**src/hw/rtl/mlfq_pkg.sv**
```systemverilog
`timescale 1ns / 1ps
`default_nettype none
// ----------------------------------------------------------------------------
// mlfq_pkg
// Shared constants, queue codes and controller/datapath interface types.
// ----------------------------------------------------------------------------
package mlfq_pkg;

	localparam int MAX_JOBS = 16;
	localparam int JW       = 4;                      // job id field width
	localparam int IW       = $clog2(MAX_JOBS);       // job table index width
	localparam int CW       = $clog2(MAX_JOBS + 1);   // queue count width
	localparam int NQ       = 5;
	localparam int QW       = 3;

	// queue codes; the three level codes equal the level numbers
	localparam logic [QW-1:0] Q_L0   = 3'd0;
	localparam logic [QW-1:0] Q_L1   = 3'd1;
	localparam logic [QW-1:0] Q_L2   = 3'd2;
	localparam logic [QW-1:0] Q_IO   = 3'd3;
	localparam logic [QW-1:0] Q_PEND = 3'd4;

	// job selection
	localparam logic [1:0] JSEL_IN   = 2'd0;
	localparam logic [1:0] JSEL_RUN  = 2'd1;
	localparam logic [1:0] JSEL_HEAD = 2'd2;

	// job table operations
	localparam logic [2:0] JOP_NONE   = 3'd0;
	localparam logic [2:0] JOP_ARRIVE = 3'd1;
	localparam logic [2:0] JOP_LVL0   = 3'd2;
	localparam logic [2:0] JOP_SLICE0 = 3'd3;
	localparam logic [2:0] JOP_RUN    = 3'd4;

	// configuration register indexes
	localparam logic [1:0] REG_SLICE0 = 2'd0;
	localparam logic [1:0] REG_SLICE1 = 2'd1;
	localparam logic [1:0] REG_SLICE2 = 2'd2;
	localparam logic [1:0] REG_BOOST  = 2'd3;

	typedef struct packed {
		logic          load_item;
		logic          res_clr;
		logic          res_rej;
		logic          res_run;
		logic [NQ-1:0] pop;
		logic          push;
		logic [QW-1:0] push_q;
		logic [QW-1:0] head_q;
		logic [1:0]    jsel;
		logic [2:0]    jop;
		logic          run_set;
		logic          run_clr;
		logic          tick;
		logic          boost_clr;
		logic          out_load;
	} cmd_t;

	typedef struct packed {
		logic          present;
		logic          in_range;
		logic [1:0]    lvl;
		logic [1:0]    dem_lvl;
		logic          reached;
		logic          done_next;
		logic          reached_next;
		logic          io_req;
		logic [15:0]   mask;
		logic          run_valid;
		logic          boost_due;
		logic [NQ-1:0] nonempty;
		logic [CW-1:0] io_cnt;
		logic          out_busy;
	} status_t;

endpackage
`default_nettype wire

```
**src/hw/rtl/mlfq_scheduler.sv**
```systemverilog
`timescale 1ns / 1ps
`default_nettype none
// ----------------------------------------------------------------------------
// mlfq_scheduler
// Three-level feedback-queue scheduler with an I/O wait queue.
// ----------------------------------------------------------------------------
// channel   dir  payload
// s_*       in   tuser: operation; tdata: job_id, service_time, io_want,
//                io_done_mask
// m_*       out  tdata: running_valid, running_job, completed, finish_time,
//                all_idle, rejected
// apb       in   slice_level0..2 at 0x0/0x4/0x8, boost_interval at 0xC
//
// One item at a time. An arrive passes S_ARR and S_FIN; a tick passes S_BCHK,
// S_PEND, S_IO, S_REQ, S_SEL, S_RUN and S_FIN, and when a boost is due also
// S_B1, S_B2 and S_BRUN after S_BCHK: the sequencer moves one job per cycle.
// A result waits in the output register; the next item is taken meanwhile,
// and its result holds the sequencer in its last state until the first is gone.
// No clearing pass after reset.
// ----------------------------------------------------------------------------
module mlfq_scheduler (
	input  wire logic        clk,
	input  wire logic        arst_n,
	input  wire logic        s_tvalid,
	output logic             s_tready,
	input  wire logic [39:0] s_tdata,  // job_id, service_time, io_want, io_done_mask
	input  wire logic [0:0]  s_tuser,  // operation
	output logic             m_tvalid,
	input  wire logic        m_tready,
	output logic [39:0]      m_tdata,  // running_valid, running_job, completed,
	                                   // finish_time, all_idle, rejected
	input  wire logic        psel,
	input  wire logic        penable,
	input  wire logic        pwrite,
	input  wire logic [3:0]  paddr,
	input  wire logic [31:0] pwdata,
	output logic [31:0]      prdata,
	output logic             pready
);
	import mlfq_pkg::*;

	cmd_t    cmd;
	status_t st;

	assign pready = 1'b1;

	mlfq_ctrl u_ctrl (
		.clk     (clk),
		.arst_n  (arst_n),
		.s_tvalid(s_tvalid),
		.s_tready(s_tready),
		.in_op   (s_tuser[0]),
		.st      (st),
		.cmd     (cmd)
	);

	mlfq_dp u_dp (
		.clk     (clk),
		.arst_n  (arst_n),
		.cmd     (cmd),
		.st      (st),
		.s_tdata (s_tdata),
		.m_tvalid(m_tvalid),
		.m_tready(m_tready),
		.m_tdata (m_tdata),
		.psel    (psel),
		.penable (penable),
		.pwrite  (pwrite),
		.paddr   (paddr),
		.pwdata  (pwdata),
		.prdata  (prdata)
	);

endmodule
`default_nettype wire

```
**src/hw/rtl/mlfq_fifo.sv**
```systemverilog
`timescale 1ns / 1ps
`default_nettype none
// ----------------------------------------------------------------------------
// mlfq_fifo
// Circular job-id queue with combinational head; push and pop may coincide.
// ----------------------------------------------------------------------------
module mlfq_fifo (
	input  wire logic                    clk,
	input  wire logic                    arst_n,
	input  wire logic                    push,
	input  wire logic                    pop,
	input  wire logic [mlfq_pkg::JW-1:0] din,
	output logic [mlfq_pkg::JW-1:0]      head,
	output logic [mlfq_pkg::CW-1:0]      count
);
	import mlfq_pkg::*;

	logic [JW-1:0] mem_q [MAX_JOBS];
	logic [IW-1:0] rd_q, wr_q;
	logic [CW-1:0] cnt_q;
	logic          do_push, do_pop;

	function automatic logic [IW-1:0] nxt(input logic [IW-1:0] p);
		return (p == IW'(MAX_JOBS - 1)) ? '0 : p + 1'b1;
	endfunction

	assign do_pop  = pop && (cnt_q != '0);
	assign do_push = push && ((cnt_q != CW'(MAX_JOBS)) || do_pop);
	assign head    = mem_q[rd_q];
	assign count   = cnt_q;

	always_ff @(posedge clk) begin
		if (do_push) begin
			mem_q[wr_q] <= din;
		end
	end

	always_ff @(posedge clk or negedge arst_n) begin
		if (!arst_n) begin
			rd_q  <= '0;
			wr_q  <= '0;
			cnt_q <= '0;
		end else begin
			if (do_pop) begin
				rd_q <= nxt(rd_q);
			end
			if (do_push) begin
				wr_q <= nxt(wr_q);
			end
			if (do_push && !do_pop) begin
				cnt_q <= cnt_q + 1'b1;
			end else if (do_pop && !do_push) begin
				cnt_q <= cnt_q - 1'b1;
			end
		end
	end

endmodule
`default_nettype wire

```
**src/hw/rtl/mlfq_dp.sv**
```systemverilog
`timescale 1ns / 1ps
`default_nettype none
// ----------------------------------------------------------------------------
// mlfq_dp
// Datapath: queues, job table, run slot, counters, config registers, output.
// ----------------------------------------------------------------------------
module mlfq_dp (
	input  wire logic              clk,
	input  wire logic              arst_n,
	input  wire mlfq_pkg::cmd_t    cmd,
	output mlfq_pkg::status_t      st,
	input  wire logic [39:0]       s_tdata,
	output logic                   m_tvalid,
	input  wire logic              m_tready,
	output logic [39:0]            m_tdata,
	input  wire logic              psel,
	input  wire logic              penable,
	input  wire logic              pwrite,
	input  wire logic [3:0]        paddr,
	input  wire logic [31:0]       pwdata,
	output logic [31:0]            prdata
);
	import mlfq_pkg::*;

	// config
	logic [7:0]  slice0_q, slice1_q, slice2_q;
	logic [15:0] boost_iv_q;

	// item
	logic [JW-1:0] item_id_q;
	logic [15:0]   item_svc_q;
	logic          item_io_q;
	logic [15:0]   item_mask_q;

	// queues
	logic [JW-1:0] heads [NQ];
	logic [CW-1:0] cnts  [NQ];
	logic [JW-1:0] head_sel, jidx;
	logic [IW-1:0] ji;

	// job table
	logic [1:0]  lvl_q  [MAX_JOBS];
	logic [7:0]  slc_q  [MAX_JOBS];
	logic [15:0] rem_q  [MAX_JOBS];
	logic [MAX_JOBS-1:0] present_q;

	logic          run_valid_q;
	logic [JW-1:0] run_id_q;
	logic [31:0]   clk_cnt_q;
	logic [15:0]   boost_cnt_q;

	logic          res_rej_q, res_ran_q, res_done_q;
	logic [JW-1:0] res_id_q;
	logic [31:0]   res_t_q;

	logic [1:0]  cur_lvl, dem_lvl;
	logic [7:0]  cur_slc, slc_next, lim;
	logic [15:0] cur_rem, rem_next;
	logic        done_next, reached_next, idle;
	logic [NQ-1:0] nonempty;

	genvar q;
	generate
		for (q = 0; q < NQ; q++) begin : g_q
			mlfq_fifo u_fifo (
				.clk   (clk),
				.arst_n(arst_n),
				.push  (cmd.push && (cmd.push_q == QW'(q))),
				.pop   (cmd.pop[q]),
				.din   (jidx),
				.head  (heads[q]),
				.count (cnts[q])
			);
			assign nonempty[q] = (cnts[q] != '0);
		end
	endgenerate

	always_comb begin
		head_sel = heads[0];
		for (int k = 1; k < NQ; k++) begin
			if (cmd.head_q == QW'(k)) begin
				head_sel = heads[k];
			end
		end
	end

	always_comb begin
		case (cmd.jsel)
			JSEL_IN:   jidx = item_id_q;
			JSEL_RUN:  jidx = run_id_q;
			JSEL_HEAD: jidx = head_sel;
			default:   jidx = item_id_q;
		endcase
	end

	assign ji      = IW'(jidx);
	assign cur_lvl = lvl_q[ji];
	assign cur_slc = slc_q[ji];
	assign cur_rem = rem_q[ji];

	always_comb begin
		case (cur_lvl)
			2'd0:    lim = slice0_q;
			2'd1:    lim = slice1_q;
			default: lim = slice2_q;
		endcase
	end

	// zero remaining behaves as one unit
	assign rem_next     = (cur_rem != '0) ? cur_rem - 1'b1 : '0;
	assign slc_next     = (cur_slc != 8'hFF) ? cur_slc + 1'b1 : cur_slc;
	assign done_next    = (rem_next == '0);
	assign reached_next = (slc_next >= lim);
	assign dem_lvl      = (cur_lvl < 2'd2) ? cur_lvl + 1'b1 : 2'd2;
	assign idle         = !run_valid_q && (nonempty == '0);

	always_comb begin
		st.present      = present_q[ji];
		st.in_range     = (32'(item_id_q) < MAX_JOBS);
		st.lvl          = cur_lvl;
		st.dem_lvl      = dem_lvl;
		st.reached      = (cur_slc >= lim);
		st.done_next    = done_next;
		st.reached_next = reached_next;
		st.io_req       = item_io_q;
		st.mask         = item_mask_q;
		st.run_valid    = run_valid_q;
		st.boost_due    = (boost_cnt_q >= boost_iv_q);
		st.nonempty     = nonempty;
		st.io_cnt       = cnts[Q_IO];
		st.out_busy     = m_tvalid && !m_tready;
	end

	// payload, no reset
	always_ff @(posedge clk) begin
		if (cmd.load_item) begin
			item_id_q   <= s_tdata[3:0];
			item_svc_q  <= s_tdata[19:4];
			item_io_q   <= s_tdata[20];
			item_mask_q <= s_tdata[36:21];
		end
		case (cmd.jop)
			JOP_ARRIVE: begin
				rem_q[ji] <= item_svc_q;
				lvl_q[ji] <= 2'd0;
				slc_q[ji] <= '0;
			end
			JOP_LVL0: begin
				lvl_q[ji] <= 2'd0;
				slc_q[ji] <= '0;
			end
			JOP_SLICE0: begin
				slc_q[ji] <= '0;
			end
			JOP_RUN: begin
				rem_q[ji] <= rem_next;
				if (!done_next && !item_io_q && reached_next) begin
					lvl_q[ji] <= dem_lvl;
					slc_q[ji] <= '0;
				end else begin
					slc_q[ji] <= slc_next;
				end
			end
			default: ;
		endcase
		if (cmd.res_clr) begin
			res_rej_q  <= 1'b0;
			res_ran_q  <= 1'b0;
			res_done_q <= 1'b0;
			res_id_q   <= '0;
			res_t_q    <= '0;
		end else if (cmd.res_rej) begin
			res_rej_q <= 1'b1;
		end else if (cmd.res_run) begin
			res_ran_q  <= 1'b1;
			res_id_q   <= run_id_q;
			res_done_q <= done_next;
			res_t_q    <= done_next ? clk_cnt_q + 1'b1 : '0;
		end
		if (cmd.out_load) begin
			m_tdata <= {res_rej_q, idle, res_t_q, res_done_q, res_id_q, res_ran_q};
		end
	end

	always_ff @(posedge clk or negedge arst_n) begin
		if (!arst_n) begin
			present_q   <= '0;
			run_valid_q <= 1'b0;
			run_id_q    <= '0;
			clk_cnt_q   <= '0;
			boost_cnt_q <= '0;
			m_tvalid    <= 1'b0;
			slice0_q    <= 8'd1;
			slice1_q    <= 8'd2;
			slice2_q    <= 8'd4;
			boost_iv_q  <= 16'd50;
		end else begin
			if (cmd.jop == JOP_ARRIVE) begin
				present_q[ji] <= 1'b1;
			end else if (cmd.jop == JOP_RUN && done_next) begin
				present_q[ji] <= 1'b0;
			end
			if (cmd.run_set) begin
				run_valid_q <= 1'b1;
				run_id_q    <= head_sel;
			end else if (cmd.run_clr) begin
				run_valid_q <= 1'b0;
			end
			if (cmd.tick) begin
				clk_cnt_q <= clk_cnt_q + 1'b1;
				if (boost_cnt_q != 16'hFFFF) begin
					boost_cnt_q <= boost_cnt_q + 1'b1;
				end
			end else if (cmd.boost_clr) begin
				boost_cnt_q <= '0;
			end
			if (cmd.out_load) begin
				m_tvalid <= 1'b1;
			end else if (m_tready) begin
				m_tvalid <= 1'b0;
			end
			if (psel && penable && pwrite) begin
				case (paddr[3:2])
					REG_SLICE0: slice0_q   <= pwdata[7:0];
					REG_SLICE1: slice1_q   <= pwdata[7:0];
					REG_SLICE2: slice2_q   <= pwdata[7:0];
					REG_BOOST:  boost_iv_q <= pwdata[15:0];
					default: ;
				endcase
			end
		end
	end

	always_comb begin
		case (paddr[3:2])
			REG_SLICE0: prdata = {24'd0, slice0_q};
			REG_SLICE1: prdata = {24'd0, slice1_q};
			REG_SLICE2: prdata = {24'd0, slice2_q};
			REG_BOOST:  prdata = {16'd0, boost_iv_q};
			default:    prdata = '0;
		endcase
	end

endmodule
`default_nettype wire

```
**src/hw/rtl/mlfq_ctrl.sv**
```systemverilog
`timescale 1ns / 1ps
`default_nettype none
// ----------------------------------------------------------------------------
// mlfq_ctrl
// Sequencer: queues an arrive; a tick: boost, admit, I/O release, pick, run.
// ----------------------------------------------------------------------------
module mlfq_ctrl (
	input  wire logic              clk,
	input  wire logic              arst_n,
	input  wire logic              s_tvalid,
	output logic                   s_tready,
	input  wire logic              in_op,
	input  wire mlfq_pkg::status_t st,
	output mlfq_pkg::cmd_t         cmd
);
	import mlfq_pkg::*;

	localparam logic [3:0] S_IDLE = 4'd0;
	localparam logic [3:0] S_ARR  = 4'd1;
	localparam logic [3:0] S_BCHK = 4'd2;
	localparam logic [3:0] S_B1   = 4'd3;
	localparam logic [3:0] S_B2   = 4'd4;
	localparam logic [3:0] S_BRUN = 4'd5;
	localparam logic [3:0] S_PEND = 4'd6;
	localparam logic [3:0] S_IO   = 4'd7;
	localparam logic [3:0] S_REQ  = 4'd8;
	localparam logic [3:0] S_SEL  = 4'd9;
	localparam logic [3:0] S_RUN  = 4'd10;
	localparam logic [3:0] S_FIN  = 4'd11;

	logic [3:0]    state_q, state_d;
	logic [CW-1:0] io_left_q, pos_q;
	logic          io_init, io_step;
	logic [15:0]   mask_sh;

	assign s_tready = (state_q == S_IDLE);
	assign mask_sh  = st.mask >> pos_q;

	always_comb begin
		cmd      = '0;
		state_d  = state_q;
		io_init  = 1'b0;
		io_step  = 1'b0;
		case (state_q)
			S_IDLE: begin
				if (s_tvalid) begin
					cmd.load_item = 1'b1;
					cmd.res_clr   = 1'b1;
					state_d       = in_op ? S_BCHK : S_ARR;
				end
			end
			S_ARR: begin
				cmd.jsel = JSEL_IN;
				if (!st.in_range || st.present) begin
					cmd.res_rej = 1'b1;
				end else begin
					cmd.jop    = JOP_ARRIVE;
					cmd.push   = 1'b1;
					cmd.push_q = Q_PEND;
				end
				state_d = S_FIN;
			end
			S_BCHK: begin
				state_d = st.boost_due ? S_B1 : S_PEND;
			end
			S_B1, S_B2: begin
				cmd.head_q = (state_q == S_B1) ? Q_L1 : Q_L2;
				cmd.jsel   = JSEL_HEAD;
				if (st.nonempty[cmd.head_q]) begin
					cmd.pop[cmd.head_q] = 1'b1;
					cmd.jop    = JOP_LVL0;
					cmd.push   = 1'b1;
					cmd.push_q = Q_L0;
				end else begin
					state_d = (state_q == S_B1) ? S_B2 : S_BRUN;
				end
			end
			S_BRUN: begin
				cmd.jsel      = JSEL_RUN;
				cmd.boost_clr = 1'b1;
				if (st.run_valid && st.lvl != 2'd0) begin
					cmd.jop = JOP_LVL0;
				end
				state_d = S_PEND;
			end
			S_PEND: begin
				cmd.head_q = Q_PEND;
				cmd.jsel   = JSEL_HEAD;
				if (st.nonempty[Q_PEND]) begin
					cmd.pop[Q_PEND] = 1'b1;
					cmd.jop    = JOP_LVL0;
					cmd.push   = 1'b1;
					cmd.push_q = Q_L0;
				end else begin
					io_init = 1'b1;
					state_d = S_IO;
				end
			end
			S_IO: begin
				// one I/O entry per cycle; kept entries rotate to the tail
				cmd.head_q = Q_IO;
				cmd.jsel   = JSEL_HEAD;
				if (io_left_q != '0) begin
					io_step       = 1'b1;
					cmd.pop[Q_IO] = 1'b1;
					cmd.push      = 1'b1;
					if (mask_sh[0]) begin
						cmd.jop    = JOP_SLICE0;
						cmd.push_q = {1'b0, st.lvl};
					end else begin
						cmd.push_q = Q_IO;
					end
				end else begin
					state_d = S_REQ;
				end
			end
			S_REQ: begin
				cmd.jsel = JSEL_RUN;
				if (st.run_valid && st.reached) begin
					cmd.push    = 1'b1;
					cmd.push_q  = {1'b0, st.lvl};
					cmd.run_clr = 1'b1;
				end
				state_d = S_SEL;
			end
			S_SEL: begin
				if (!st.run_valid && (st.nonempty[2:0] != '0)) begin
					if (st.nonempty[Q_L0]) begin
						cmd.head_q = Q_L0;
					end else if (st.nonempty[Q_L1]) begin
						cmd.head_q = Q_L1;
					end else begin
						cmd.head_q = Q_L2;
					end
					cmd.pop[cmd.head_q] = 1'b1;
					cmd.run_set = 1'b1;
				end
				state_d = S_RUN;
			end
			S_RUN: begin
				cmd.jsel = JSEL_RUN;
				cmd.tick = 1'b1;
				if (st.run_valid) begin
					cmd.jop     = JOP_RUN;
					cmd.res_run = 1'b1;
					if (st.done_next) begin
						cmd.run_clr = 1'b1;
					end else if (st.io_req) begin
						cmd.push    = 1'b1;
						cmd.push_q  = Q_IO;
						cmd.run_clr = 1'b1;
					end else if (st.reached_next) begin
						cmd.push    = 1'b1;
						cmd.push_q  = {1'b0, st.dem_lvl};
						cmd.run_clr = 1'b1;
					end
				end
				state_d = S_FIN;
			end
			S_FIN: begin
				if (!st.out_busy) begin
					cmd.out_load = 1'b1;
					state_d      = S_IDLE;
				end
			end
			default: state_d = S_IDLE;
		endcase
	end

	always_ff @(posedge clk or negedge arst_n) begin
		if (!arst_n) begin
			state_q   <= S_IDLE;
			io_left_q <= '0;
			pos_q     <= '0;
		end else begin
			state_q <= state_d;
			if (io_init) begin
				io_left_q <= st.io_cnt;
				pos_q     <= '0;
			end else if (io_step) begin
				io_left_q <= io_left_q - 1'b1;
				pos_q     <= pos_q + 1'b1;
			end
		end
	end

endmodule
`default_nettype wire
```
**config.mk**
```make
export PLATFORM = sky130hd
export DESIGN_NAME = mlfq_scheduler
export DESIGN_NICKNAME = d
export VERILOG_FILES = /design/src/hw/rtl/mlfq_pkg.sv /design/src/hw/rtl/mlfq_scheduler.sv /design/src/hw/rtl/mlfq_fifo.sv /design/src/hw/rtl/mlfq_dp.sv /design/src/hw/rtl/mlfq_ctrl.sv
export SDC_FILE = /design/constraint.sdc
export NUM_CORES = 1
export LEC_CHECK = 0
export BUFFER_PORTS_ARGS = -buffer_cell sky130_fd_sc_hd__buf_2
export CELL_PAD_IN_SITES_DETAIL_PLACEMENT = 2
export CELL_PAD_IN_SITES_GLOBAL_PLACEMENT = 2
export CORE_MARGIN = 3
export CORE_UTILIZATION = 35
export CTS_CLUSTER_DIAMETER = 100
export DETAILED_ROUTE_END_ITERATION = 8
export PLACE_DENSITY = 0.71
export SLEW_MARGIN = 20
export SYNTH_ARGS = -nofsm -noshare
export SYNTH_HDL_FRONTEND = slang
export SYNTH_SLANG_ARGS = --single-unit
```
**constraint.sdc**
```tcl
create_clock -name clk -period 29.4 [get_ports clk]
set_input_delay 1.47 -clock clk [delete_from_list [all_inputs] [get_ports clk]]
set_output_delay 1.47 -clock clk [all_outputs]
set_load 0.02 [all_outputs]
```
**Yosys cells after proc, flatten, opt, wreduce, memory -nomap -nowiden**

Memories as Yosys holds them, arrays and structs flattened.
Index checks and enable logic that the tools add are counted.

- Register bits after elaboration: 305
- Memory bits (writable): 736
- Input port bits: 84
- Output and inout bits: 75
- Word-level logic and storage cells: 388
- Memories: 8

- Add/subtract/negate cells: 27
- $lt $le $gt $ge: 10
- Equality and inequality tests: 52
- Shifts and indexed selects: 1
- Muxes and demuxes: 148
- Bitwise operators: 11
- Reduce and logical (&&, ||, !) cells: 93

Memory list:

| name | depth | bits a word | read ports | clocked after memory_dff | write ports | line | source |
|---|---|---|---|---|---|---|---|
| u_dp.rem_q | 16 | 16 | 1 | 0 | 1 | mlfq_dp.sv:44 | `logic [15:0] rem_q [MAX_JOBS];` |
| u_dp.slc_q | 16 | 8 | 1 | 0 | 1 | mlfq_dp.sv:43 | `logic [7:0] slc_q [MAX_JOBS];` |
| u_dp.g_q[0].u_fifo.mem_q | 16 | 4 | 1 | 0 | 1 | mlfq_fifo.sv:18 | `logic [JW-1:0] mem_q [MAX_JOBS];` |
| u_dp.g_q[1].u_fifo.mem_q | 16 | 4 | 1 | 0 | 1 | mlfq_fifo.sv:18 |  |
| u_dp.g_q[2].u_fifo.mem_q | 16 | 4 | 1 | 0 | 1 | mlfq_fifo.sv:18 |  |
| u_dp.g_q[3].u_fifo.mem_q | 16 | 4 | 1 | 0 | 1 | mlfq_fifo.sv:18 |  |
| +2 memories | - | - | - | - | - | - |  |

Operator list:

| cell | number |
|---|---|
| $pmux 32 s4 | 1 |
| $mux 16 | 7 |
| $mux 4 | 27 |
| $mux 5 | 15 |
| $eq 4x4->1 const B | 14 |
| $mux 1 | 55 |
| $add 4x1->4 const B | 10 |
| $mux 8 | 5 |
| $pmux 4 s10 | 1 |
| $logic_and 1x1->1 | 38 |
| $add 32x1->32 const B | 1 |
| $mux 32 | 1 |
| $add 5x1->5 const B | 6 |
| $reduce_bool 5->1 | 6 |
| $sub 5x1->5 const B | 6 |
| $mux 2 | 14 |
| $ne 5x5->1 const B | 5 |
| $pmux 4 s6 | 1 |
| $reduce_bool 2->1 | 11 |
| $eq 3x2->1 const B | 6 |
| $mux 3 | 6 |
| $pmux 3 s6 | 1 |
| $add 16x1->16 const B | 1 |
| $and 16x16->16 | 1 |
| 52 further kinds | 103 |

**Longest topological paths before layout**

Gate-level depths: netlist (run 1).
An unclocked memory read counts as a cell.

- Depth in word-level cells: 29
- Gate-level depth with buffers: 52
- Mapped depth without buffers: 42

**Cells and area by module**

Synthesis (run 1) repeated with hierarchy kept, for this count alone.

- Cell total of the unflattened synthesis: 3522
- Area total of the unflattened synthesis: 46338.2 um^2

Modules (own cells, without submodules):

| module | instances | cells an instance | area an instance (um^2) | sequential area each (um^2) |
|---|---|---|---|---|
| mlfq_dp | 1 | 2284 | 28148.2 | 18345.1 |
| mlfq_fifo at u_dp.g_q[1].u_fifo ... | 3 | 214 | 3375.7 | 2247.2 |
| mlfq_fifo at u_dp.g_q[0].u_fifo | 1 | 209 | 3364.5 | 2247.2 |
| mlfq_fifo at u_dp.g_q[4].u_fifo | 1 | 218 | 3342.0 | 2247.2 |
| mlfq_ctrl | 1 | 167 | 1345.0 | 350.3 |
| mlfq_scheduler | 1 | 2 | 11.3 | 0.0 |

**Least setup slack after synthesis (run 1)**

OpenSTA, ideal clock, no wires.

- Kind: flip-flop to flip-flop
- Start point: register u_ctrl.state_q[0]
- End point: register u_dp.g_q[1].u_fifo.cnt_q[4]
- Library setup time: 125 ps
- Arrival: 9857 ps
- Required time: 29275 ps
- Path slack: 19418 ps
- Cell stages (with the launch flop): 49
- Path buffers: 10
- Clock period less this slack: 9982 ps
- Path through: dfrtp_1 > buf_2 > clkbuf_1 > inv_1 > nand2_1 > a21oi_1 > inv_1 > ha_1 > inv_1 > nand2_1 > o31ai_2 > nor2_8 > inv_4 > buf_6 > buf_6 > clkbuf_1 > clkbuf_1 > buf_1 > (+13 left out) > nor2_1 > mux2i_1 > nand4b_1 > o211ai_1 > o211ai_1 > a32oi_1 > and2_1 > and2_1 > buf_6 > buf_6 > ha_1 > inv_1 > fa_1 > a21o_1 > a21oi_1 > xnor2_1 > nor2_1 > xor2_1

- Word-level cells in the longest chain between the ends: 24
- Elaborated cells on any way between the ends: 76
- Those cells by class: 3 x add/sub; 5 x order compare; 18 x eq/ne; 30 x mux; 17 x reduce/logical; 3 x memory

RTL lines:

| item | line | source |
|---|---|---|
| start: declaration | mlfq_ctrl.sv:31 | `logic [3:0] state_q, state_d;` |
| start signal: assignment | mlfq_ctrl.sv:176 | `state_q <= state_d;` |
| $eq 4x2->1 or $eq 4x3->1 (tied branches) | mlfq_ctrl.sv:44, mlfq_ctrl.sv:67 |  |
| $mux 2 or $reduce_or 2->1 (tied branches) | - |  |
| $pmux 3 s4 | mlfq_ctrl.sv:44 | `case (state_q)` |
| $eq 3x1->1 | mlfq_dp.sv:81 | `if (cmd.head_q == QW'(k)) begin` |
| $mux 4 (4 in series) | mlfq_dp.sv:81 |  |
| $pmux 4 s2 (*) | mlfq_dp.sv:88 | `case (cmd.jsel)` |
| via u_dp.g_q[0].u_fifo.din, one bit | mlfq_fifo.sv:12 | `input wire logic [mlfq_pkg::JW-1:0] din,` |
| $mem_v2 16x8 or $mem_v2 16x2 (tied branches) | - |  |
| (+7 left out) | - |  |
| $pmux 4 s6 (*) | mlfq_ctrl.sv:44 |  |
| $eq 3x1->1 | mlfq_dp.sv:68 | `.push (cmd.push && (cmd.push_q == QW'(q))),` |
| $logic_and 1x1->1 (*) | mlfq_dp.sv:68 |  |
| $logic_and 1x1->1 (*) | mlfq_fifo.sv:28 | `assign do_push = push && ((cnt_q != CW'(MAX_JOBS)) \|\| do_pop);` |
| via u_dp.g_q[1].u_fifo.do_push | mlfq_fifo.sv:21 | `logic do_push, do_pop;` |
| $logic_not 1->1 | mlfq_fifo.sv:52 | `end else if (do_pop && !do_push) begin` |
| $logic_and 1x1->1 | mlfq_fifo.sv:52 |  |
| $reduce_bool 2->1 (no line) | - |  |
| end signal: assignment | mlfq_fifo.sv:51 | `cnt_q <= cnt_q + 1'b1;` |
| end signal: assignment | mlfq_fifo.sv:53 | `cnt_q <= cnt_q - 1'b1;` |
| end: declaration | mlfq_fifo.sv:20 | `logic [CW-1:0] cnt_q;` |

Mark *: on every way through the listed nets, which the timed path passes. The rest lies on a longest branch. The select of a mux whose other input is x is not followed.
A chain may end at the register's enable or synchronous reset.

**Worst setup path in the final report (run 1)**

- Start point: register u_ctrl.state_q[0]
- End point: register u_dp.g_q[0].u_fifo.cnt_q[4]

- Word-level cells in the longest chain between the ends: 24
- Elaborated cells on any way between the ends: 76
- Those cells by class: 3 x add/sub; 5 x order compare; 17 x eq/ne; 30 x mux; 18 x reduce/logical; 3 x memory

RTL lines:

| item | line | source |
|---|---|---|
| $eq 4x2->1 or $eq 4x3->1 (tied branches) | mlfq_ctrl.sv:44, mlfq_ctrl.sv:67 |  |
| $mux 2 or $reduce_or 2->1 (tied branches) | - |  |
| $pmux 3 s4 | mlfq_ctrl.sv:44 |  |
| $eq 3x1->1 | mlfq_dp.sv:81 |  |
| $mux 4 (4 in series) | mlfq_dp.sv:81 |  |
| $pmux 4 s2 | mlfq_dp.sv:88 |  |
| $mem_v2 16x8 or $mem_v2 16x2 (tied branches) | - |  |
| $add 8x1->8 (tied with other cells) | mlfq_dp.sv:111 | `assign slc_next = (cur_slc != 8'hFF) ? cur_slc + 1'b1 : cur_slc;` |
| (+5 left out) | - |  |
| $mux 4 | mlfq_ctrl.sv:143 | `if (st.run_valid) begin` |
| $pmux 4 s6 | mlfq_ctrl.sv:44 |  |
| $logic_not 3->1 | mlfq_dp.sv:68 |  |
| $logic_and 1x1->1 | mlfq_dp.sv:68 |  |
| $logic_and 1x1->1 | mlfq_fifo.sv:28 |  |
| $logic_not 1->1 | mlfq_fifo.sv:52 |  |
| $logic_and 1x1->1 | mlfq_fifo.sv:52 |  |
| $reduce_bool 2->1 (no line) | - |  |
| end signal: assignment | mlfq_fifo.sv:51 |  |
| end signal: assignment | mlfq_fifo.sv:53 |  |
| end: declaration | mlfq_fifo.sv:20 |  |

Parallel ways exist; a longest one is shown, timed or not. The select of a mux whose other input is x is not followed.

==> results of run 1 <==
[kinds of logic (layout without fill, tap and decap cells)]
family,Yosys count,count (layout),share of synthesized area (%)
xor gates and xnor gates,127,127,2.41
muxes,263,263,8.21
adders and majority gates,89,89,2.48
and+or+nand+nor,1082,1082,11.2
buffers and inverters,272,492,2.79
DFF,1041,1041,64.4
other,2,19,0.0162
AOI/OAI and AO/OA,568,568,8.44
[worst paths after layout]
check                                         startpoint                                 endpoint  slack (ns)  depth (start not counted)
min in group asynchronous                         arst_n           u_dp.clk_cnt_q[13]$_DFFE_PN0P_        0.71                          1
setup / recovery           u_ctrl.state_q[0]$_DFFE_PN0P_  u_dp.g_q[0].u_fifo.count[4]$_DFFE_PN0P_       17.24                         40
setup reg to reg           u_ctrl.state_q[0]$_DFFE_PN0P_  u_dp.g_q[0].u_fifo.count[4]$_DFFE_PN0P_       17.24                         40
hold / removal              u_dp.res_t_q[8]$_SDFFE_PP0P_               u_dp.m_tdata[14]$_DFFE_PP_        0.43                          0
hold reg to reg             u_dp.res_t_q[8]$_SDFFE_PP0P_               u_dp.m_tdata[14]$_DFFE_PP_        0.43                          0
max in group asynchronous                         arst_n   u_dp.g_q[2].u_fifo.wr_q[1]$_DFFE_PN0P_       27.21                          2
[layout make-up]
class,instances,share of cell area (%)
clock buffer,137,5.62
multi-input combinational,2146,29.3
antenna,2,0.00951
timing repair buffer,202,2.36
inverter,79,0.592
clock inverter,74,1.04
sequential,1041,56.9
tap,1755,4.17
[placed cells by master (no fill, tap or decap), types with 32 or more instances in the layout]
master     netlist  layout
and2_1          55      54
buf_2           53     119
o21ai_0        129     129
a21o_1          33      33
clkinv_2         0      32
nand2_1        403     402
nand4_1         32      32
dfxtp_1         39      39
nor2_1         190     166
mux2i_1        102     102
nand3_1        143     143
xor2_1          53      53
o211ai_1        39      39
xnor2_1         73      73
and3_1          96      96
dfrtp_1        183     183
mux4_2          85      85
nor3_1          55      54
ha_1            84      84
clkbuf_16        0     112
edfxtp_1       813     813
a21oi_1        120     119
mux2_2          67      67
buf_4           25      80
inv_1           75      75
[sequential cells by signal, indices dropped and copies added (netlist names), 16 cells and up, named ones only]
signal                 flops
u_dp.item_svc_q           16
u_dp.item_mask_q          16
u_dp.m_tdata              40
u_dp.lvl_q                32
u_dp.res_t_q              32
u_dp.boost_iv_q           16
u_dp.g_q.u_fifo.mem_q    320
u_dp.g_q.u_fifo.count     25
u_dp.g_q.u_fifo.rd_q      20
u_dp.rem_q               256
u_dp.clk_cnt_q            32
u_dp.slc_q               128
u_dp.boost_cnt_q          16
u_dp.g_q.u_fifo.wr_q      20
[metal layers]
layer | track usage (%) | vias up
li1 | - | 13228
met1 | 28.1 | 15880
met2 | 33.5 | 731
met3 | 3.59 | 191
met4 | 4.98 | 0
met5 | 0 | -
[through the flow]
| stage | area (µm²) | std cells | utilization [%] | hold slack (ns) | setup WS (ns) |
|---|---|---|---|---|---|
| floorplan | 46500 | 3459 | - | 0.408 | 19.42 |
| global placement | 49100 | 5222 | 37.3 | 0.417 | 17.66 |
| detailed placement | 49100 | 5222 | 37.3 | 0.418 | 17.30 |
| CTS | 52600 | 5433 | 39.9 | 0.428 | 17.26 |
| global route | 52600 | 5435 | 40.0 | 0.448 | 16.37 |
| finish | 52600 | 5436 | 40.0 | 0.432 | 17.24 |
[Yosys cell counts (all sizes together) (7+ instances only)]
library cell,count
a221oi,13
and3,96
a31oi,21
o21ai,134
xnor2,74
nor4,19
a21oi,120
a311oi,9
nand2b,12
nand3,144
nor2b,23
nor3b,7
a2111oi,9
dfrtp,183
mux2,76
or3,11
o31ai,14
a211oi,16
a22oi,22
mux4,85
a32oi,9
a21o,33
and2,55
ha,84
nor2,193
nor3,55
nand4,33
buf,111
o2bb2ai,7
edfxtp,813
inv,79
xor2,53
mux2i,102
nand2,404
a21boi,7
a221o,8
or2,8
a22o,23
clkbuf,82
o211ai,41
dfxtp,39
o22ai,18
[worst max-delay path, delay by kind of cell (launching register included)]
family	cells	cell delay, ns
AND/OR/NAND/NOR	14	3.00
multiplexers	2	0.62
adder cells (fa/ha/maj)	4	1.42
flip-flops	1	0.74
AO/OA/AOI/OAI	11	3.86
XOR/XNOR	2	0.26
buffers and inverters	7	2.09
==> results by group, run 1 <==
Yosys
  – Yosys top cell area share: 52.6%
  – EDFF count, synth: 813
  – Cells after synthesis: 3444
  – Ys async rst share: 18.2%
  – Area contributors post-synth: edfxtp_1 (53%), dfrtp_1 (9.9%), mux4_2 (4.1%)
  – Main flop type after synthesis: edfxtp_1
  – Register bit total from synthesis: 1041
  – Biggest area consumer among synthesized cells: edfxtp_1
  – Yosys cell types: 111
  – Post-Syn Area: 46400 µm²
  – Seq/Total Area, Yosys: 64.4%
  – Syn Area/Cell: 13.5 µm²
  – Synth Warn #: 0

CTS
  – # Post-CTS Setup Buffers: 0
  – Clock Tree Buf Depth: 3
  – Hold buffer count at cts: 0
  – Root Driver: clkbuf_16
  – Post-CTS sizing: 0
  – Clock buffer count from CTS: 111
  – Clk slew on worst S/H paths: 0.06 ns
  – Worst-skew pair later-pin latency: 0.73 ns
  – TritonCTS clock tree: yes
  – Total clock sinks: 1041
  – H-Tree Depth: 3

Global route
  – Pin count of the biggest net entering global routing: 110
  – GRT Total Usage: 20.4%
  – Antenna violations before repair: 4
  – Vias in the first global route: 32753
  – Congestion Overflow GR: 0
  – First-pass GRT wire length: 212 mm

Floorplanning
  – Die area: 137000 µm²
  – Die X: 370 µm
  – Ports: 159
  – FP Rows: 133
  – Initial Utilization: 35.3%
  – Die Span Y: 370 µm
  – Core region area: 132000 µm²

Timing
  – RSZ-0062 raised after global routing: false
  – Fin Setup TNS: 0 ns
  – Final setup fails: 0
  – Fmax achieved: 82.2 MHz
  – Slew Limit Fails: 0
  – Final Hold Fails: 0
  – Tcrit/Tclk final: 41.4%
  – Max_slew headroom: 24.6%
  – Post-route clock skew: 0.0341 ns
  – Pin slew with the least headroom to its limit: 1.13 ns
  – Min Tclk post-route: 12.16 ns

Placed design
  – Placer Congestion: 0.822
  – IO buf count: 120
  – DP Wirelength: 92.1 mm

Setup path
  – Crit. End Element: flop
  – Worst EP required: 30.02 ns
  – CP max FO: 81
  – Worst EP arrival: 12.78 ns
  – Category of the critical setup timing path: reg2reg
  – CP startpoint kind: flop
  – Critical Path Max Stage Delay: 0.75 ns
  – CP max-delay cell: inv_4

Detailed routing
  – Met2 wire length: 67.6 mm
  – Post-Route WL: 141 mm
  – Top layer in use: met4
  – WL/cell: 25.9 µm
  – WL met1: 62.2 mm
  – Metal3 WL: 7.76 mm
  – DR vias: 30030
  – Via density: 5.52
  – DR pass1 iterations: 5
  – Routed Antenna Nets: 0
  – Drt drc: 0
  – DRT iter0 DRCs: 2443

Run status
  – Outcome: completed

Finish
  – Layout cells sized above 1: 16.8%
  – # fillers: 13113
  – Final #Nets: 3754
  – Area growth from synthesis to layout: 13.3%
  – Footprint of the multi-input gates: 15400 µm²
  – Reg area: 29900 µm²

Worst hold path
  – Hold Crit Class: reg2reg

Run
  – Number of max-cap violations: 0
Power of run 1 is not shown: default switching activity piles up to over one toggle a cycle in this logic, so the estimate is an artifact.
==> run 2: changes to the inputs <==
--- a/config.mk
+++ b/config.mk
@@ -5,6 +5,7 @@
 export SDC_FILE = /design/constraint.sdc
 export NUM_CORES = 1
 export LEC_CHECK = 0
+export ABC_AREA = 1
 export BUFFER_PORTS_ARGS = -buffer_cell sky130_fd_sc_hd__buf_2
 export CELL_PAD_IN_SITES_DETAIL_PLACEMENT = 2
 export CELL_PAD_IN_SITES_GLOBAL_PLACEMENT = 2
@@ -12,7 +13,7 @@
 export CORE_UTILIZATION = 35
 export CTS_CLUSTER_DIAMETER = 100
 export DETAILED_ROUTE_END_ITERATION = 8
-export PLACE_DENSITY = 0.71
+export PLACE_DENSITY = 0.76
 export SLEW_MARGIN = 20
 export SYNTH_ARGS = -nofsm -noshare
 export SYNTH_HDL_FRONTEND = slang
==> constraint.sdc (replaced) <==
create_clock -name clk -period 11.9 [get_ports clk]
set_input_delay 0.595 -clock clk [delete_from_list [all_inputs] [get_ports clk]]
set_output_delay 0.595 -clock clk [all_outputs]
set_load 0.02 [all_outputs]
==> results by group, run 2 <==
Yosys
  – Synth Warn #: 0 (unchanged)
  – Post-Syn Area: 47300 µm² (was 46400 µm²)
  – EDFF count, synth: 813 (unchanged)
  – Seq/Total Area, Yosys: 63.3% (was 64.4%)
  – Syn Area/Cell: 10.1 µm² (was 13.5 µm²)
  – Yosys top cell area share: 51.6% (was 52.6%)
  – Leading cell type by number of instances after synthesis: nand2_1 (was edfxtp_1)
  – Biggest area consumer among synthesized cells: edfxtp_1 (unchanged)
  – Yosys cell types: 59 (was 111)
  – Area contributors post-synth: edfxtp_1 (52%), nand2_1 (11%), dfrtp_1 (9.7%) (was edfxtp_1 (53%), dfrtp_1 (9.9%), mux4_2 (4.1%))
  – Register bit total from synthesis: 1041 (unchanged)
  – Cells after synthesis: 4707 (was 3444)
  – Ys async rst share: 18.2% (unchanged)
  – Main flop type after synthesis: edfxtp_1 (unchanged)
  – Top cells by count, synth: nand2_1 (1363), edfxtp_1 (813), nor2_1 (511), o21ai_0 (333), inv_1 (329) (was edfxtp_1 (813), nand2_1 (403), nor2_1 (190), dfrtp_1 (183), nand3_1 (143))

Setup path
  – Critical Path Most Common Cell: nand2_1
  – CP max-delay cell: inv_4 (unchanged)
  – Crit. End Element: flop (unchanged)
  – R2R depth: 53 (was 40)
  – CP max FO: 71 (was 81)
  – Worst EP arrival: 11.14 ns (was 12.78 ns)
  – Reg-to-reg slack, setup: 1.41 ns (was 17.24 ns)
  – Reg2reg end: u_dp.g_q[1].u_fifo.count[4]$_DFFE_PN0P_ (was u_dp.g_q[0].u_fifo.count[4]$_DFFE_PN0P_)
  – Category of the critical setup timing path: reg2reg (unchanged)
  – CP startpoint kind: flop (unchanged)
  – Worst EP required: 12.55 ns (was 30.02 ns)
  – Critical Path Max Stage Delay: 0.66 ns (was 0.75 ns)
  – RR Startpoint: u_dp.g_q[1].u_fifo.rd_q[0]$_DFFE_PN0P_ (was u_ctrl.state_q[0]$_DFFE_PN0P_)

Run status
  – Outcome: completed (unchanged)

Floorplanning
  – Ports: 159 (unchanged)
  – Die area: 140000 µm² (was 137000 µm²)
  – Core region area: 134000 µm² (was 132000 µm²)
  – Die X: 374 µm (was 370 µm)
  – FP Rows: 134 (was 133)
  – Die Span Y: 374 µm (was 370 µm)
  – Initial Utilization: 35.4% (was 35.3%)

Global route
  – Antenna violations before repair: 2 (was 4)
  – Congestion Overflow GR: 0 (unchanged)
  – Pin count of the biggest net entering global routing: 126 (was 110)
  – Vias in the first global route: 39196 (was 32753)
  – First-pass GRT wire length: 239 mm (was 212 mm)
  – GRT Total Usage: 22.1% (was 20.4%)

Detailed routing
  – DR vias: 35374 (was 30030)
  – Post-Route WL: 157 mm (was 141 mm)
  – DRT iter0 DRCs: 2212 (was 2443)
  – DR pass1 iterations: 5 (unchanged)
  – Drt drc: 0 (unchanged)
  – Via density: 5.26 (was 5.52)
  – Routed Antenna Nets: 0 (unchanged)
  – WL/cell: 23.3 µm (was 25.9 µm)

Finish
  – Final #Nets: 5027 (was 3754)
  – Commonest non-fill, non-tap cell in the layout: nand2_1 (was edfxtp_1)
  – Biggest regs: u_dp.g_q.u_fifo.mem_q x320, u_dp.rem_q x256, u_dp.slc_q x128 (unchanged)
  – Area growth from synthesis to layout: 14.0% (was 13.3%)
  – Commonest cells after routing, fill and taps aside: nand2_1 (1362), edfxtp_1 (813), nor2_1 (482) (was edfxtp_1 (813), nand2_1 (402), dfrtp_1 (183))
  – # fillers: 14311 (was 13113)
  – Max FFs per register: 320 (unchanged)
  – Reg area: 29900 µm² (unchanged)
  – Layout cells sized above 1: 9.85% (was 16.8%)
  – Footprint of the multi-input gates: 15200 µm² (was 15400 µm²)
  – Antenna Cells: 0 (was 2)
  – Top reg by flops: u_dp.g_q.u_fifo.mem_q (unchanged)

Timing
  – Min Tclk post-route: 10.49 ns (was 12.16 ns)
  – Final Hold Fails: 0 (unchanged)
  – Hold slack: 0.0560 ns (was 0.432 ns)
  – Tcrit/Tclk final: 88.1% (was 41.4%)
  – Max_slew headroom: 23.0% (was 24.6%)
  – Pin slew with the least headroom to its limit: 1.15 ns (was 1.13 ns)
  – Worst setup margin: 1.41 ns (was 17.24 ns)
  – RSZ-0062 raised after global routing: false (unchanged)
  – Slew Limit Fails: 0 (unchanged)
  – Final setup fails: 0 (unchanged)
  – Post-route clock skew: 0.0339 ns (was 0.0341 ns)
  – Fin Setup TNS: 0 ns (unchanged)
  – Fmax achieved: 95.3 MHz (was 82.2 MHz)

Placed design
  – Placer Congestion: 0.792 (was 0.822)
  – DP Wirelength: 98.2 mm (was 92.1 mm)
  – Setup WS pre-CTS: 1.50 ns (was 17.30 ns)
  – IO buf count: 120 (unchanged)

CTS
  – Root Driver: clkbuf_16 (unchanged)
  – Post-CTS sizing: 0 (unchanged)
  – TritonCTS clock tree: yes (unchanged)
  – Hold buffer count at cts: 33 (was 0)
  – Clock Tree Buf Depth: 3 (unchanged)
  – H-Tree Depth: 3 (unchanged)
  – Total clock sinks: 1041 (unchanged)
  – Clk slew on worst S/H paths: 0.06 ns (about the same)
  – Worst-skew pair later-pin latency: 0.74 ns (was 0.73 ns)
  – # Post-CTS Setup Buffers: 0 (unchanged)
  – Clock buffer count from CTS: 115 (was 111)

Run
  – Number of max-cap violations: 0 (unchanged)

Worst hold path
  – WHS Endpoint: u_dp.item_svc_q[14]$_DFFE_PP_ (was u_dp.m_tdata[14]$_DFFE_PP_)
  – Hold Crit Class: in2reg (was reg2reg)
  – WHS Path Cells: 1 (was 0)
  – HP Start: s_tdata[18] (was u_dp.res_t_q[8]$_SDFFE_PP0P_)
run 2: final cells by class:
class | count | share of cell area, %
clock inverter | 49 | 0.902
clock buffer | 169 | 6.18
timing repair buffer | 221 | 2.71
inverter | 349 | 2.43
sequential | 1041 | 55.5
multi-input combinational | 3126 | 28.2
tap | 1768 | 4.10
run 2: worst max path at each step:
stage | endpoint | cells past startpoint | startpoint
finish | u_dp.g_q[1].u_fifo.count[4]$_DFFE_PN0P_ | 53 | u_dp.g_q[1].u_fifo.rd_q[0]$_DFFE_PN0P_
global route | u_dp.g_q[0].u_fifo.count[4]$_DFFE_PN0P_ | 56 | u_dp.g_q[1].u_fifo.rd_q[0]$_DFFE_PN0P_
floorplan | u_dp.g_q[0].u_fifo.count[4]$_DFFE_PN0P_ | 51 | u_ctrl.state_q[0]$_DFFE_PN0P_
CTS | u_dp.g_q[0].u_fifo.count[4]$_DFFE_PN0P_ | 56 | u_dp.g_q[1].u_fifo.rd_q[0]$_DFFE_PN0P_
global placement | u_dp.g_q[0].u_fifo.count[4]$_DFFE_PN0P_ | 56 | u_dp.g_q[1].u_fifo.rd_q[0]$_DFFE_PN0P_
detailed placement | u_dp.g_q[0].u_fifo.count[4]$_DFFE_PN0P_ | 56 | u_dp.g_q[1].u_fifo.rd_q[0]$_DFFE_PN0P_
run 2: cell families (layout without fill, tap and decap cells):
kind of cell	after synthesis	after routing	share of synthesized area, %
other	2	17	0.0159
xor gates and xnor gates	53	53	0.981
adders and majority gates	89	89	2.43
muxes	6	6	0.127
DFF	1041	1041	63.3
AOI/OAI and AO/OA	622	622	7.53
buffers and inverters	555	788	5.18
and+or+nand+nor	2339	2339	20.5
run 2: stage by stage:
stage          utilization (%)  cells  area (µm²)
2_1_floorplan                -   4722       47400
3_3_place_gp              37.2   6472       49800
3_5_place_dp              37.2   6472       49800
4_1_cts                   40.3   6723       53900
5_1_grt                   40.3   6723       53900
6_report                  40.3   6723       53900
run 2: routing by layer:
layer	global-route usage, %	vias up	share of wire, %
met5	0	-	0
met4	5.31	0	1.9
met3	2.89	186	3.7
met2	39.3	603	51
met1	28.4	18367	44
li1	-	16218	-
run 2: critical path: cells and delay by family, from the launching register on:
kind,cells,cell delay (ns)
compound gates,6,1.59
fa+ha+maj,4,1.17
flops,1,0.36
xor+xnor,1,0.17
simple gates,31,4.59
buf+inv,11,2.38
Power of run 2 is left out for the same reason.
==> run 3: changes to the inputs <==
--- a/config.mk
+++ b/config.mk
@@ -6,7 +6,7 @@
 export NUM_CORES = 1
 export LEC_CHECK = 0
 export ABC_AREA = 1
-export BUFFER_PORTS_ARGS = -buffer_cell sky130_fd_sc_hd__buf_2
+export BUFFER_PORTS_ARGS = -buffer_cell sky130_fd_sc_hd__buf_4
 export CELL_PAD_IN_SITES_DETAIL_PLACEMENT = 2
 export CELL_PAD_IN_SITES_GLOBAL_PLACEMENT = 2
 export CORE_MARGIN = 3
==> results by group, run 3 (synthesis gave the netlist of run 2 again) <==
Setup path
  – Critical Path Max Stage Delay: 0.75 ns (was 0.66 ns)
  – Crit-path leading delay family: simple AND/OR/NAND/NOR gates (unchanged)
  – Crit. End Element: flop (unchanged)
  – CP startpoint kind: flop (unchanged)
  – CP max-delay cell: inv_4 (unchanged)
  – Critical Path Most Common Cell: nand2_1 (unchanged)
  – Worst EP required: 12.52 ns (was 12.55 ns)
  – Worst EP arrival: 11.30 ns (was 11.14 ns)
  – Critical path buffer and inverter count: 10 (was 11)
  – CP max FO: 106 (was 71)
  – Category of the critical setup timing path: reg2reg (unchanged)

Placed design
  – DP Wirelength: 100 mm (was 98.2 mm)
  – Inst Count DP: 6474 (was 6472)
  – Setup WS pre-CTS: 1.63 ns (was 1.50 ns)
  – IO buf count: 120 (unchanged)
  – Placer Congestion: 0.805 (was 0.792)

Finish
  – Max FFs per register: 320 (unchanged)
  – Area growth from synthesis to layout: 14.8% (was 14.0%)
  – Commonest cells after routing, fill and taps aside: nand2_1 (1362), edfxtp_1 (813), nor2_1 (476) (was nand2_1 (1362), edfxtp_1 (813), nor2_1 (482))
  – Biggest regs: u_dp.g_q.u_fifo.mem_q x320, u_dp.rem_q x256, u_dp.slc_q x128 (unchanged)
  – Final #Nets: 5031 (was 5027)
  – Final core occ: 40.6% (was 40.3%)
  – Commonest non-fill, non-tap cell in the layout: nand2_1 (unchanged)
  – Top reg by flops: u_dp.g_q.u_fifo.mem_q (unchanged)
  – Layout cells sized above 1: 9.90% (was 9.85%)
  – Non-Filler Instances: 6727 (was 6723)

Timing
  – RSZ-0062 raised after global routing: false (unchanged)
  – Min Tclk post-route: 10.68 ns (was 10.49 ns)
  – Fmax achieved: 93.7 MHz (was 95.3 MHz)
  – Final Hold Fails: 0 (unchanged)
  – Max_slew headroom: 20.4% (was 23.0%)
  – Post-route clock skew: 0.0849 ns (was 0.0339 ns)
  – Worst setup margin: 1.22 ns (was 1.41 ns)
  – Final setup fails: 0 (unchanged)
  – Fin Setup TNS: 0 ns (unchanged)
  – Tcrit/Tclk final: 89.7% (was 88.1%)
  – Slew Limit Fails: 0 (unchanged)
  – Pin slew with the least headroom to its limit: 1.19 ns (was 1.15 ns)

Detailed routing
  – Via density: 5.29 (was 5.26)
  – WL/cell: 23.5 µm (was 23.3 µm)
  – DR vias: 35571 (was 35374)
  – Drt drc: 0 (unchanged)
  – DRT iter0 DRCs: 2400 (was 2212)
  – Routed Antenna Nets: 0 (unchanged)
  – DR pass1 iterations: 5 (unchanged)
  – Post-Route WL: 158 mm (was 157 mm)

CTS
  – H-Tree Depth: 3 (unchanged)
  – Clk slew on worst S/H paths: 0.06 ns (about the same)
  – Total clock sinks: 1041 (unchanged)
  – Hold buffer count at cts: 38 (was 33)
  – Post-CTS sizing: 0 (unchanged)
  – Root Driver: clkbuf_16 (unchanged)
  – Clock buffer count from CTS: 112 (was 115)
  – # Post-CTS Setup Buffers: 0 (unchanged)
  – TritonCTS clock tree: yes (unchanged)
  – Worst-skew pair later-pin latency: 0.76 ns (was 0.74 ns)
  – Clock Tree Buf Depth: 3 (unchanged)

Global route
  – First-pass GRT wire length: 243 mm (was 239 mm)
  – GRT Total Usage: 22.4% (was 22.1%)
  – Vias in the first global route: 39084 (was 39196)
  – Pin count of the biggest net entering global routing: 146 (was 126)
  – Antenna violations before repair: 3 (was 2)
  – Congestion Overflow GR: 0 (unchanged)

Run status
  – Outcome: completed (unchanged)

Floorplanning
  – Die area: 140000 µm² (unchanged)
  – Die Span Y: 374 µm (unchanged)
  – Initial Utilization: 35.4% (unchanged)
  – Ports: 159 (unchanged)
  – Core region area: 134000 µm² (unchanged)
  – Die X: 374 µm (unchanged)
  – FP Rows: 134 (unchanged)

Run
  – Number of max-cap violations: 0 (unchanged)

Worst hold path
  – Hold Crit Class: in2reg (unchanged)
[run 3: cell types whose count changed in the layout (fill, tap and decap cells not counted), sizes merged]
cell         delta
diode           +1
bufinv          +7
clkbuf         -19
clkinvlp        -3
dlygate4sd3     +5
buf             +2
clkinv         +11
[run 3: through the flow]
stage / hold slack [ns] / area (µm²)
4_1_cts: 0.00624 / 54300
3_3_place_gp: 0.413 / 50100
2_1_floorplan: 0.299 / 47400
5_1_grt: 0.0304 / 54300
6_report: 0.0785 / 54300
3_5_place_dp: 0.421 / 50100
[run 3: area by class of cell]
class                           count  area, µm²
Clock buffer                      150       3100
Timing Repair Buffer              228       1830
Sequential cell                  1041      29900
Clock inverter                     64        719
Multi-Input combinational cell   3126      15200
Fill cell                       14228      79500
Inverter                          349       1310
Tap cell                         1768       2210
Antenna cell                        1       2.50
[run 3: path summary, 6_finish.rpt]
kind	depth (start not counted)	from	end	slack, ns
setup / recovery	54	u_dp.g_q[1].u_fifo.rd_q[0]$_DFFE_PN0P_	u_dp.g_q[0].u_fifo.count[4]$_DFFE_PN0P_	1.22
setup reg to reg	54	u_dp.g_q[1].u_fifo.rd_q[0]$_DFFE_PN0P_	u_dp.g_q[0].u_fifo.count[4]$_DFFE_PN0P_	1.22
hold reg to reg	0	u_dp.res_t_q[27]$_SDFFE_PP0P_	u_dp.m_tdata[33]$_DFFE_PP_	0.43
min in group asynchronous	2	arst_n	u_dp.clk_cnt_q[30]$_DFFE_PN0P_	0.50
hold / removal	1	s_tdata[20]	u_dp.item_io_q$_DFFE_PP_	0.08
max in group asynchronous	3	arst_n	u_dp.boost_iv_q[6]$_DFFE_PN0P_	9.93
[run 3: layer usage]
metal	wire, µm	GRT usage, %
met5	0	0
met4	3280	5.66
met3	5240	2.44
met2	80000	39.7
met1	69700	29.2
Power of run 3 is left out for the same reason.
